### config.mk
export PLATFORM = sky130hd
export DESIGN_NAME = first_fit_credit_admission_queue_flat
export DESIGN_NICKNAME = d
export VERILOG_FILES = /design/src/ffca_pkg.sv /design/src/ffca_if.sv /design/src/ffca_ram.sv /design/src/ffca_front.sv /design/src/ffca_back.sv /design/src/first_fit_credit_admission_queue.sv /design/src/flat_wrapper.sv
export SDC_FILE = /design/constraint.sdc
export NUM_CORES = 2
export LEC_CHECK = 0
export BUFFER_PORTS_ARGS = -buffer_cell sky130_fd_sc_hd__buf_2
export CORE_MARGIN = 8
export CORE_UTILIZATION = 50
export DETAILED_ROUTE_END_ITERATION = 12
export PLACE_DENSITY = 0.67
export SKIP_LAST_GASP = 1
export SYNTH_ARGS = -nofsm -noshare
export SYNTH_HDL_FRONTEND = slang
export SYNTH_SLANG_ARGS = --single-unit
export TNS_END_PERCENT = 20
### constraint.sdc
create_clock -name clk -period 14.8 [get_ports clk]
set_clock_uncertainty 0.2 [all_clocks]
set_input_delay 1.48 -clock clk [delete_from_list [all_inputs] [get_ports clk]]
set_output_delay 1.48 -clock clk [all_outputs]
set_load 0.01 [all_outputs]
### src/ffca_pkg.sv
// Shared codes and types of the first-fit credit admission queue.
package ffca_pkg;

    localparam int OP_W  = 2;
    localparam int AMT_W = 32;
    localparam int ST_W  = 3;

    typedef logic [OP_W-1:0]  op_t;
    typedef logic [AMT_W-1:0] amt_t;
    typedef logic [ST_W-1:0]  status_t;

    localparam op_t OP_PUSH = 2'd0;
    localparam op_t OP_POP  = 2'd1;
    localparam op_t OP_DONE = 2'd2;

    localparam status_t ST_OK        = 3'd0;
    localparam status_t ST_EMPTY     = 3'd1;
    localparam status_t ST_WAIT      = 3'd2;
    localparam status_t ST_TOO_LARGE = 3'd3;
    localparam status_t ST_FULL      = 3'd4;

    typedef logic [1:0] kind_t;

    localparam kind_t KIND_PUSH = 2'd0;
    localparam kind_t KIND_POP  = 2'd1;
    localparam kind_t KIND_DONE = 2'd2;
    localparam kind_t KIND_NOP  = 2'd3;

    typedef struct packed {
        kind_t kind;
        amt_t  amount;
    } cmd_t;

endpackage

### src/ffca_if.sv
// Channel interfaces of the first-fit credit admission queue.
interface ffca_item_if #(
    parameter int ID_BITS = 16
);
    logic                valid;
    logic                ready;
    ffca_pkg::op_t       op;
    logic [ID_BITS-1:0]  job_id;
    ffca_pkg::amt_t      amount;

    modport source (output valid, output op, output job_id, output amount, input ready);
    modport sink   (input valid, input op, input job_id, input amount, output ready);
endinterface

interface ffca_result_if #(
    parameter int ID_BITS = 16
);
    logic                valid;
    logic                ready;
    ffca_pkg::status_t   status;
    logic [ID_BITS-1:0]  grant_id;
    ffca_pkg::amt_t      grant_amount;
    ffca_pkg::amt_t      budget_left;

    modport source (output valid, output status, output grant_id, output grant_amount,
                    output budget_left, input ready);
    modport sink   (input valid, input status, input grant_id, input grant_amount,
                    input budget_left, output ready);
endinterface

interface ffca_cfg_if;
    logic           valid;
    logic           ready;
    ffca_pkg::amt_t data;

    modport source (output valid, output data, input ready);
    modport sink   (input valid, input data, output ready);
endinterface

### src/ffca_ram.sv
// Generic single-write, single-read RAM with registered read data.
module ffca_ram #(
    parameter int WIDTH = 8,
    parameter int DEPTH = 16
) (
    input  logic                                clk,
    input  logic                                we,
    input  logic [(DEPTH > 1 ? $clog2(DEPTH) : 1)-1:0] waddr,
    input  logic [WIDTH-1:0]                    wdata,
    input  logic                                re,
    input  logic [(DEPTH > 1 ? $clog2(DEPTH) : 1)-1:0] raddr,
    output logic [WIDTH-1:0]                    rdata
);

    logic [WIDTH-1:0] mem [DEPTH];

    always_ff @(posedge clk)
    begin
        if (we)
        begin
            mem[waddr] <= wdata;
        end
        if (re)
        begin
            rdata <= mem[raddr];
        end
    end

endmodule

### src/ffca_front.sv
// Front end: accepts items, decodes the operation and queues commands.
module ffca_front #(
    parameter int ID_BITS = 16
) (
    input  logic               clk,
    input  logic               rst_n,
    ffca_item_if.sink          item,
    output logic               cmd_valid,
    input  logic               cmd_ready,
    output ffca_pkg::cmd_t     cmd,
    output logic [ID_BITS-1:0] cmd_id
);

    ffca_pkg::cmd_t     q_cmd_reg [2];
    logic [ID_BITS-1:0] q_id_reg  [2];
    logic               wr_ptr_reg;
    logic               rd_ptr_reg;
    logic [1:0]         fill_reg;
    logic [1:0]         fill_next;
    logic               push_en;
    logic               pop_en;
    ffca_pkg::kind_t    kind;

    always_comb
    begin
        unique case (item.op)
            ffca_pkg::OP_PUSH: kind = ffca_pkg::KIND_PUSH;
            ffca_pkg::OP_POP:  kind = ffca_pkg::KIND_POP;
            ffca_pkg::OP_DONE: kind = ffca_pkg::KIND_DONE;
            default:           kind = ffca_pkg::KIND_NOP;
        endcase
    end

    assign item.ready = (fill_reg != 2'd2);
    assign push_en    = item.valid && item.ready;
    assign cmd_valid  = (fill_reg != 2'd0);
    assign pop_en     = cmd_valid && cmd_ready;
    assign cmd        = q_cmd_reg[rd_ptr_reg];
    assign cmd_id     = q_id_reg[rd_ptr_reg];

    always_comb
    begin
        fill_next = fill_reg;
        if (push_en && !pop_en)
        begin
            fill_next = fill_reg + 2'd1;
        end
        else if (pop_en && !push_en)
        begin
            fill_next = fill_reg - 2'd1;
        end
    end

    always_ff @(posedge clk or negedge rst_n)
    begin
        if (!rst_n)
        begin
            wr_ptr_reg <= 1'b0;
            rd_ptr_reg <= 1'b0;
            fill_reg   <= 2'd0;
        end
        else
        begin
            fill_reg <= fill_next;
            if (push_en)
            begin
                wr_ptr_reg <= ~wr_ptr_reg;
            end
            if (pop_en)
            begin
                rd_ptr_reg <= ~rd_ptr_reg;
            end
        end
    end

    always_ff @(posedge clk)
    begin
        if (push_en)
        begin
            q_cmd_reg[wr_ptr_reg] <= '{kind: kind, amount: item.amount};
            q_id_reg[wr_ptr_reg]  <= item.job_id;
        end
    end

endmodule

### src/ffca_back.sv
// Back end: budget, job table sequencer and result register.
module ffca_back #(
    parameter int TABLE_DEPTH = 16,
    parameter int ID_BITS     = 16
) (
    input  logic               clk,
    input  logic               rst_n,
    input  logic               cmd_valid,
    output logic               cmd_ready,
    input  ffca_pkg::cmd_t     cmd,
    input  logic [ID_BITS-1:0] cmd_id,
    ffca_cfg_if.sink           cfg,
    ffca_result_if.source      result
);

    localparam int CNT_W = $clog2(TABLE_DEPTH + 1);
    localparam int AW    = (TABLE_DEPTH > 1) ? $clog2(TABLE_DEPTH) : 1;
    localparam int ENT_W = ID_BITS + ffca_pkg::AMT_W;
    localparam logic [CNT_W-1:0] DEPTH_C = CNT_W'(TABLE_DEPTH);
    localparam logic [CNT_W-1:0] ONE_C   = CNT_W'(1);

    localparam logic [1:0] S_IDLE  = 2'd0;
    localparam logic [1:0] S_SCAN  = 2'd1;
    localparam logic [1:0] S_SHIFT = 2'd2;

    logic [1:0]         state_reg, state_next;
    logic [CNT_W-1:0]   pos_reg, pos_next;
    logic [CNT_W-1:0]   count_reg, count_next;
    ffca_pkg::amt_t     budget_reg, budget_next;
    logic [ID_BITS-1:0] gid_reg, gid_next;
    ffca_pkg::amt_t     gamt_reg, gamt_next;

    logic               out_valid_reg;
    ffca_pkg::status_t  out_status_reg;
    logic [ID_BITS-1:0] out_gid_reg;
    ffca_pkg::amt_t     out_gamt_reg;
    ffca_pkg::amt_t     out_budget_reg;

    logic               res_load;
    ffca_pkg::status_t  res_status;
    logic [ID_BITS-1:0] res_gid;
    ffca_pkg::amt_t     res_gamt;

    logic               ram_we, ram_re;
    logic [AW-1:0]      ram_waddr, ram_raddr;
    logic [ENT_W-1:0]   ram_wdata, ram_rdata;
    logic [ID_BITS-1:0] rd_id;
    ffca_pkg::amt_t     rd_need;

    logic [CNT_W-1:0]   pos_inc;
    logic [CNT_W-1:0]   pos_dec;
    logic               more;
    logic               cmd_take;
    logic [ffca_pkg::AMT_W:0] sum;

    ffca_ram #(
        .WIDTH (ENT_W),
        .DEPTH (TABLE_DEPTH)
    ) u_table (
        .clk   (clk),
        .we    (ram_we),
        .waddr (ram_waddr),
        .wdata (ram_wdata),
        .re    (ram_re),
        .raddr (ram_raddr),
        .rdata (ram_rdata)
    );

    assign rd_id   = ram_rdata[ENT_W-1 -: ID_BITS];
    assign rd_need = ram_rdata[ffca_pkg::AMT_W-1:0];

    assign cmd_ready = (state_reg == S_IDLE) && (!out_valid_reg || result.ready);
    assign cmd_take  = cmd_valid && cmd_ready;
    assign cfg.ready = 1'b1;

    assign pos_inc = pos_reg + ONE_C;
    assign pos_dec = pos_reg - ONE_C;
    assign more    = (pos_inc < count_reg);
    assign sum     = {1'b0, budget_reg} + {1'b0, cmd.amount};

    always_comb
    begin
        state_next  = state_reg;
        pos_next    = pos_reg;
        count_next  = count_reg;
        budget_next = budget_reg;
        gid_next    = gid_reg;
        gamt_next   = gamt_reg;
        ram_we      = 1'b0;
        ram_waddr   = pos_dec[AW-1:0];
        ram_wdata   = ram_rdata;
        ram_re      = 1'b0;
        ram_raddr   = pos_inc[AW-1:0];
        res_load    = 1'b0;
        res_status  = ffca_pkg::ST_OK;
        res_gid     = '0;
        res_gamt    = '0;

        unique case (state_reg)
            S_IDLE:
            begin
                if (cmd_take)
                begin
                    case (cmd.kind)
                        ffca_pkg::KIND_PUSH:
                        begin
                            res_load = 1'b1;
                            if (cmd.amount > budget_reg)
                            begin
                                res_status = ffca_pkg::ST_TOO_LARGE;
                            end
                            else if (count_reg == DEPTH_C)
                            begin
                                res_status = ffca_pkg::ST_FULL;
                            end
                            else
                            begin
                                ram_we     = 1'b1;
                                ram_waddr  = count_reg[AW-1:0];
                                ram_wdata  = {cmd_id, cmd.amount};
                                count_next = count_reg + ONE_C;
                            end
                        end
                        ffca_pkg::KIND_POP:
                        begin
                            if (count_reg == '0)
                            begin
                                res_load   = 1'b1;
                                res_status = ffca_pkg::ST_EMPTY;
                            end
                            else
                            begin
                                ram_re     = 1'b1;
                                ram_raddr  = '0;
                                pos_next   = '0;
                                state_next = S_SCAN;
                            end
                        end
                        ffca_pkg::KIND_DONE:
                        begin
                            res_load    = 1'b1;
                            budget_next = sum[ffca_pkg::AMT_W] ? '1 : sum[ffca_pkg::AMT_W-1:0];
                        end
                        default:
                        begin
                            res_load = 1'b1;
                        end
                    endcase
                end
            end
            S_SCAN:
            begin
                if (rd_need <= budget_reg)
                begin
                    gid_next    = rd_id;
                    gamt_next   = rd_need;
                    budget_next = budget_reg - rd_need;
                    if (more)
                    begin
                        // Entries behind the hit move down one place each cycle.
                        ram_re     = 1'b1;
                        pos_next   = pos_inc;
                        state_next = S_SHIFT;
                    end
                    else
                    begin
                        count_next = count_reg - ONE_C;
                        res_load   = 1'b1;
                        res_gid    = rd_id;
                        res_gamt   = rd_need;
                        state_next = S_IDLE;
                    end
                end
                else if (more)
                begin
                    ram_re   = 1'b1;
                    pos_next = pos_inc;
                end
                else
                begin
                    res_load   = 1'b1;
                    res_status = ffca_pkg::ST_WAIT;
                    state_next = S_IDLE;
                end
            end
            S_SHIFT:
            begin
                ram_we = 1'b1;
                if (more)
                begin
                    ram_re   = 1'b1;
                    pos_next = pos_inc;
                end
                else
                begin
                    count_next = count_reg - ONE_C;
                    res_load   = 1'b1;
                    res_gid    = gid_reg;
                    res_gamt   = gamt_reg;
                    state_next = S_IDLE;
                end
            end
            default:
            begin
                state_next = S_IDLE;
            end
        endcase

        // Reloads budget; user lets a limit write arrive only while block is idle; unchecked.
        if (cfg.valid)
        begin
            budget_next = cfg.data;
        end
    end

    always_ff @(posedge clk or negedge rst_n)
    begin
        if (!rst_n)
        begin
            state_reg     <= S_IDLE;
            pos_reg       <= '0;
            count_reg     <= '0;
            budget_reg    <= '0;
            out_valid_reg <= 1'b0;
        end
        else
        begin
            state_reg  <= state_next;
            pos_reg    <= pos_next;
            count_reg  <= count_next;
            budget_reg <= budget_next;
            if (res_load)
            begin
                out_valid_reg <= 1'b1;
            end
            else if (result.ready)
            begin
                out_valid_reg <= 1'b0;
            end
        end
    end

    always_ff @(posedge clk)
    begin
        gid_reg  <= gid_next;
        gamt_reg <= gamt_next;
        if (res_load)
        begin
            out_status_reg <= res_status;
            out_gid_reg    <= res_gid;
            out_gamt_reg   <= res_gamt;
            out_budget_reg <= budget_next;
        end
    end

    assign result.valid        = out_valid_reg;
    assign result.status       = out_status_reg;
    assign result.grant_id     = out_gid_reg;
    assign result.grant_amount = out_gamt_reg;
    assign result.budget_left  = out_budget_reg;

endmodule

### src/first_fit_credit_admission_queue.sv
// Top level of the first-fit credit admission queue.
//
// Jobs arrive on the item channel as push, pop or completion operations and
// each operation returns exactly one transfer on the result channel, in order.
// The cfg channel writes the resource limit and reloads the remaining budget;
// it is always ready. The user must write it only while no operation is in
// flight; the block does not enforce this. A two-entry command queue sits
// between the decoding front end and the back end, so items are still taken
// while a result waits for the receiver. Push, completion and unused codes
// give their result in the cycle after the back end takes them. A pop walks
// the job table memory one entry a cycle from the oldest job, then on a fit
// moves each later entry down one place a cycle, using the single read port
// of the table memory. The back end takes no command until a pop is done.
// Reset empties the table and clears the budget to zero; no clearing pass is
// needed. When the receiver stalls, the result register holds its transfer,
// the back end stops taking commands and the item channel drops ready once
// the command queue is full.
module first_fit_credit_admission_queue #(
    parameter int TABLE_DEPTH = 16,
    parameter int ID_BITS     = 16
) (
    input  logic          clk,
    input  logic          rst_n,
    ffca_item_if.sink     item,
    ffca_result_if.source result,
    ffca_cfg_if.sink      cfg
);

    logic               cmd_valid;
    logic               cmd_ready;
    ffca_pkg::cmd_t     cmd;
    logic [ID_BITS-1:0] cmd_id;

    ffca_front #(
        .ID_BITS (ID_BITS)
    ) u_front (
        .clk       (clk),
        .rst_n     (rst_n),
        .item      (item),
        .cmd_valid (cmd_valid),
        .cmd_ready (cmd_ready),
        .cmd       (cmd),
        .cmd_id    (cmd_id)
    );

    ffca_back #(
        .TABLE_DEPTH (TABLE_DEPTH),
        .ID_BITS     (ID_BITS)
    ) u_back (
        .clk       (clk),
        .rst_n     (rst_n),
        .cmd_valid (cmd_valid),
        .cmd_ready (cmd_ready),
        .cmd       (cmd),
        .cmd_id    (cmd_id),
        .cfg       (cfg),
        .result    (result)
    );

endmodule
### src/flat_wrapper.sv
// flat-port wrapper written by rule: the top's interface ports become plain ports
module first_fit_credit_admission_queue_flat 
#(
    parameter int TABLE_DEPTH = 16,
    parameter int ID_BITS     = 16
)
  (clk, rst_n, item_valid, item_op, item_job_id, item_amount, item_ready, result_valid, result_status, result_grant_id, result_grant_amount, result_budget_left, result_ready, cfg_valid, cfg_data, cfg_ready);
  ffca_item_if #(.ID_BITS(ID_BITS)) item_i ();
  ffca_result_if #(.ID_BITS(ID_BITS)) result_i ();
  ffca_cfg_if cfg_i ();
  input  logic clk;
  input  logic rst_n;
  input wire logic [$bits(item_i.valid)-1:0] item_valid;
  input wire logic [$bits(item_i.op)-1:0] item_op;
  input wire logic [$bits(item_i.job_id)-1:0] item_job_id;
  input wire logic [$bits(item_i.amount)-1:0] item_amount;
  output wire logic [$bits(item_i.ready)-1:0] item_ready;
  output wire logic [$bits(result_i.valid)-1:0] result_valid;
  output wire logic [$bits(result_i.status)-1:0] result_status;
  output wire logic [$bits(result_i.grant_id)-1:0] result_grant_id;
  output wire logic [$bits(result_i.grant_amount)-1:0] result_grant_amount;
  output wire logic [$bits(result_i.budget_left)-1:0] result_budget_left;
  input wire logic [$bits(result_i.ready)-1:0] result_ready;
  input wire logic [$bits(cfg_i.valid)-1:0] cfg_valid;
  input wire logic [$bits(cfg_i.data)-1:0] cfg_data;
  output wire logic [$bits(cfg_i.ready)-1:0] cfg_ready;
  assign item_i.valid = item_valid;
  assign item_i.op = item_op;
  assign item_i.job_id = item_job_id;
  assign item_i.amount = item_amount;
  assign item_ready = item_i.ready;
  assign result_valid = result_i.valid;
  assign result_status = result_i.status;
  assign result_grant_id = result_i.grant_id;
  assign result_grant_amount = result_i.grant_amount;
  assign result_budget_left = result_i.budget_left;
  assign result_i.ready = result_ready;
  assign cfg_i.valid = cfg_valid;
  assign cfg_i.data = cfg_data;
  assign cfg_ready = cfg_i.ready;
  first_fit_credit_admission_queue #(.TABLE_DEPTH(TABLE_DEPTH), .ID_BITS(ID_BITS)) u_core (.clk(clk), .rst_n(rst_n), .item(item_i), .result(result_i), .cfg(cfg_i));
endmodule
==> metrics.txt <==
status finished, final reports clean; placed wire-length estimate after detailed placement 73850 µm; Clk Tree Root Cell sky130_fd_sc_hd__clkbuf_16; via count of the first global-routing pass 28685; Sum Neg Setup Slack 0 ns; highest clock rate 0.1388 GHz; data arrival time at the worst-slack endpoint 7.35 ns; DR pass1 iterations 5; mapped cell area 48210 µm²; share of layout cells above drive strength 1 0.1772; worst skew pair latency 0.70 ns; RR Endpoint u_core.u_back.u_table.mem[2][0]$_DFFE_PP_; required time at the worst-slack endpoint 14.94 ns; cell internal pwr 0.008031 W; number of hold buffers added after cts 0; WL per Instance 24.73 µm; sequential fraction of the synthesis area 0.6776; top flip-flop cell by instance count after synthesis sky130_fd_sc_hd__edfxtp_1; clock buffer count from CTS 109; power density of the placed cells 244.9 nW/µm²; total count of hold-check failures in the final report 0; clock tree from TritonCTS built; final-layout fill cell count 7628; total routed wirelength 121700 µm; share of total power in the clock network 0.202; Setup crit end kind flop; number of post-CTS setup repair buffers 0; sw frac 0.3938; Hold Path End u_core.u_back.gid_reg[14]$_DFFE_PP_; combinational fraction of design power 0.426; detail-routed via count per cell 5.996; critical path startpoint category flop; worst supply voltage drop on vdd 0.1673 mV; unrepaired setup endpoints after global routing no; Port Buffers 171; DR DRC count 0; number of enable-type register cells in the synthesized netlist 1047; Post-Synthesis Net Count 3620; overflow left after global routing 0; post-cts sizing count 0; count of mapped cells out of synthesis 3419; global-route total usage across every layer 0.2210; clock transition at the registers of the reported paths 0.06 ns; maximum fanout along the worst path 38; final slew viol count 0; net count reported at finish 3756; period utilisation layout 0.4870; number of library cell types mapped by synthesis 77; deepest clock path buffer count 3; setup slack, reg-to-reg 7.59 ns; Vias 29514; total core area 96140 µm²; sum of internal, switching and leakage power 0.01325 W; flip-flop and latch count after synthesis 1096; standard-cell rows 114; Flop pwr share 0.372; net switching power 0.005218 W; startpoint of the lowest-slack hold path u_core.u_back.u_table.rdata[46]$_DFFE_PP_; horizontal die dimension 326.5 µm; depth of the worst register-to-register path 12; die height 326.5 µm; synthesis-to-layout area growth 12.22%; async set or reset register ratio after synthesis 0.04471; initial standard-cell utilization of the core 0.5014; initial antenna violation count 0; largest net degree at the start of global routing 150; Sinks on Clock Net 1096; slew at the pin with the worst max-slew slack 1.252 ns; global-route wire length before repair 181100 µm; max-capacitance violation count 0; leakage 18.86 nW; Hold Path Stages 0; area of the die 106600 µm²; final number of setup-violating endpoints 0; Reg2Reg Launch Point u_core.u_front.rd_ptr_reg$_DFFE_PN0P_; Worst Hold Class reg -> reg; Slew headroom 0.1656; remaining antenna violation count after routing 0; post-layout minimum cycle time 7.207 ns; average size of a mapped cell 14.10 µm²; flip-flop count of the largest register, all copies and words added 768; total I/O pin count 173; final weighted congestion in routability-driven placement 0.9630; Worst Path Class, Setup reg -> reg; H-tree levels 3; Iteration-0 DRC Markers 2667; number of warnings issued by yosys 0
-- how the worst max path moves through the flow --
stage	from	end	slack (ns)	depth (start not counted)
finish	u_core.u_front.rd_ptr_reg$_DFFE_PN0P_	u_core.u_back.u_table.mem[2][0]$_DFFE_PP_	7.59	12
global route	u_core.u_front.rd_ptr_reg$_DFFE_PN0P_	u_core.u_back.u_table.mem[2][3]$_DFFE_PP_	7.16	14
CTS	u_core.u_front.rd_ptr_reg$_DFFE_PN0P_	u_core.u_back.u_table.mem[2][3]$_DFFE_PP_	7.46	14
detailed placement	u_core.u_front.rd_ptr_reg$_DFFE_PN0P_	u_core.u_back.u_table.mem[2][5]$_DFFE_PP_	7.49	14
global placement	u_core.u_front.rd_ptr_reg$_DFFE_PN0P_	u_core.u_back.u_table.mem[13][2]$_DFFE_PP_	7.56	12
floorplan	u_core.u_back.pos_reg[0]$_DFFE_PN0P_	u_core.u_back.result.valid$_DFFE_PN0P_	7.25	14
-- power by group through the flow --
stage,Combinational [W],Clock [W],Sequential (W)
after global routing,0.00613,0.00282,0.00498
after global placement,0.00554,0,0.00498
after CTS,0.00562,0.00271,0.00492
after detailed placement,0.00560,0,0.00498
after floorplan,0.00381,0,0.00490
final,0.00565,0.00267,0.00493
-- placed cells by master, fill, tap and decap left out, types with 7 or more instances in the layout --
master and n:
sky130_fd_sc_hd__o221ai_1 9, sky130_fd_sc_hd__o211ai_1 8, sky130_fd_sc_hd__o21ai_0 107, sky130_fd_sc_hd__nor4_1 9, sky130_fd_sc_hd__buf_4 64, sky130_fd_sc_hd__edfxtp_1 1047, sky130_fd_sc_hd__clkinv_2 17, sky130_fd_sc_hd__nor2b_1 13
sky130_fd_sc_hd__inv_1 113, sky130_fd_sc_hd__nor2_1 136, sky130_fd_sc_hd__a22oi_1 54, sky130_fd_sc_hd__o31ai_1 7, sky130_fd_sc_hd__nand3_1 16, sky130_fd_sc_hd__nor2_4 16, sky130_fd_sc_hd__nor3_1 18, sky130_fd_sc_hd__o21a_1 10
sky130_fd_sc_hd__nand2b_1 18, sky130_fd_sc_hd__xnor2_1 49, sky130_fd_sc_hd__mux4_2 48, sky130_fd_sc_hd__clkbuf_1 28, sky130_fd_sc_hd__xor2_1 19, sky130_fd_sc_hd__a21oi_1 105, sky130_fd_sc_hd__mux2_2 158, sky130_fd_sc_hd__buf_2 171
sky130_fd_sc_hd__nand4_1 12, sky130_fd_sc_hd__a21o_1 27, sky130_fd_sc_hd__and3_1 99, sky130_fd_sc_hd__o22ai_1 100, sky130_fd_sc_hd__nand2_1 381, sky130_fd_sc_hd__clkinv_1 23, sky130_fd_sc_hd__a31oi_1 115, sky130_fd_sc_hd__a211oi_1 108
sky130_fd_sc_hd__a221oi_1 19, sky130_fd_sc_hd__clkbuf_16 111, sky130_fd_sc_hd__mux2i_1 114, sky130_fd_sc_hd__dfrtp_1 47, sky130_fd_sc_hd__ha_1 110
-- synth_stat cells (7+ instances only) --
library cell               count  area, µm²
sky130_fd_sc_hd__a211oi_1    108      810.8
sky130_fd_sc_hd__a21o_1       27      202.7
sky130_fd_sc_hd__a21oi_1     113      565.5
sky130_fd_sc_hd__a221oi_1     19      166.4
sky130_fd_sc_hd__a22oi_1      54      405.4
sky130_fd_sc_hd__a31oi_1     115      719.4
sky130_fd_sc_hd__and3_1      100      625.6
sky130_fd_sc_hd__buf_1        21      78.83
sky130_fd_sc_hd__buf_2        12      60.06
sky130_fd_sc_hd__clkbuf_1    178      668.1
sky130_fd_sc_hd__dfrtp_1      49       1226
sky130_fd_sc_hd__edfxtp_1   1047      31440
sky130_fd_sc_hd__ha_1        111       1389
sky130_fd_sc_hd__inv_1       113      424.2
sky130_fd_sc_hd__mux2_2      158       1779
sky130_fd_sc_hd__mux2i_1     114       1141
sky130_fd_sc_hd__mux4_2       48       1081
sky130_fd_sc_hd__nand2_1     384       1441
sky130_fd_sc_hd__nand2b_1     18      112.6
sky130_fd_sc_hd__nand3_1      16      80.08
sky130_fd_sc_hd__nand4_1      12      75.07
sky130_fd_sc_hd__nor2_1      153      574.3
sky130_fd_sc_hd__nor2b_1      13      81.33
sky130_fd_sc_hd__nor3_1       18      90.09
sky130_fd_sc_hd__nor4_1        9      56.30
sky130_fd_sc_hd__o211ai_1      8      60.06
sky130_fd_sc_hd__o21a_1       10      75.07
sky130_fd_sc_hd__o21ai_0     108      540.5
sky130_fd_sc_hd__o221ai_1      9      78.83
sky130_fd_sc_hd__o22ai_1     100      625.6
sky130_fd_sc_hd__o31ai_1       7      52.55
sky130_fd_sc_hd__xnor2_1      49      429.2
sky130_fd_sc_hd__xor2_1       20      175.2
-- stage by stage --
stage / worst slack, ns / instances / util / cell area (µm²) / hold slack [ns]
floorplan: 7.252 / 3419 / - / 48210 / 0.2507
global placement: 7.565 / 4719 / 0.5265 / 50610 / 0.2657
detailed placement: 7.488 / 4720 / 0.5266 / 50620 / 0.2797
CTS: 7.460 / 4921 / 0.5627 / 54090 / 0.2976
global route: 7.165 / 4921 / 0.5627 / 54090 / 0.3089
finish: 7.593 / 4922 / 0.5627 / 54100 / 0.2989
-- area by class of cell --
cell class | count | area (µm²) | area share
Sequential cell | 1096 | 32670 | 0.6040
Multi-Input combinational cell | 1995 | 14550 | 0.2689
Clock buffer | 144 | 2952 | 0.05456
Tap cell | 1276 | 1597 | 0.02951
Timing Repair Buffer | 237 | 1368 | 0.02528
Clock inverter | 57 | 518.0 | 0.009576
Inverter | 116 | 437.9 | 0.008095
Antenna cell | 1 | 2.502 | 0.00004626
-- cells by family after synthesis --
logic type | synth area share
AOI/OAI and AO/OA | 0.1010
other | 0.00007779
adders and majority gates | 0.03006
and+or+nand+nor | 0.06974
xor gates and xnor gates | 0.01254
DFF | 0.6776
buffers and inverters | 0.02593
muxes | 0.08300
-- worst max-delay path, stage by stage, from the launching register on --
cell and delay, ns:
sky130_fd_sc_hd__dfrtp_4 0.71, sky130_fd_sc_hd__buf_4 0.57, sky130_fd_sc_hd__mux2_2 0.43, sky130_fd_sc_hd__ha_1 0.42, sky130_fd_sc_hd__nand3_1 0.19, sky130_fd_sc_hd__nor4_1 0.72, sky130_fd_sc_hd__nand3_2 0.22, sky130_fd_sc_hd__nor3b_1 0.21
sky130_fd_sc_hd__a22o_1 0.21, sky130_fd_sc_hd__a311oi_2 0.86, sky130_fd_sc_hd__a31oi_1 0.53, sky130_fd_sc_hd__a21oi_4 0.99, sky130_fd_sc_hd__buf_4 0.55
-- metal layers --
metal / routed length [µm] / vias to the layer above / global-route usage
li1: - / 13393 / -
met1: 51830 / 14800 / 0.3061
met2: 58120 / 1104 / 0.3616
met3: 8025 / 217 / 0.03240
met4: 3728 / 0 / 0.07016
met5: 0 / - / 0
Power figures use the tool's default switching activity.
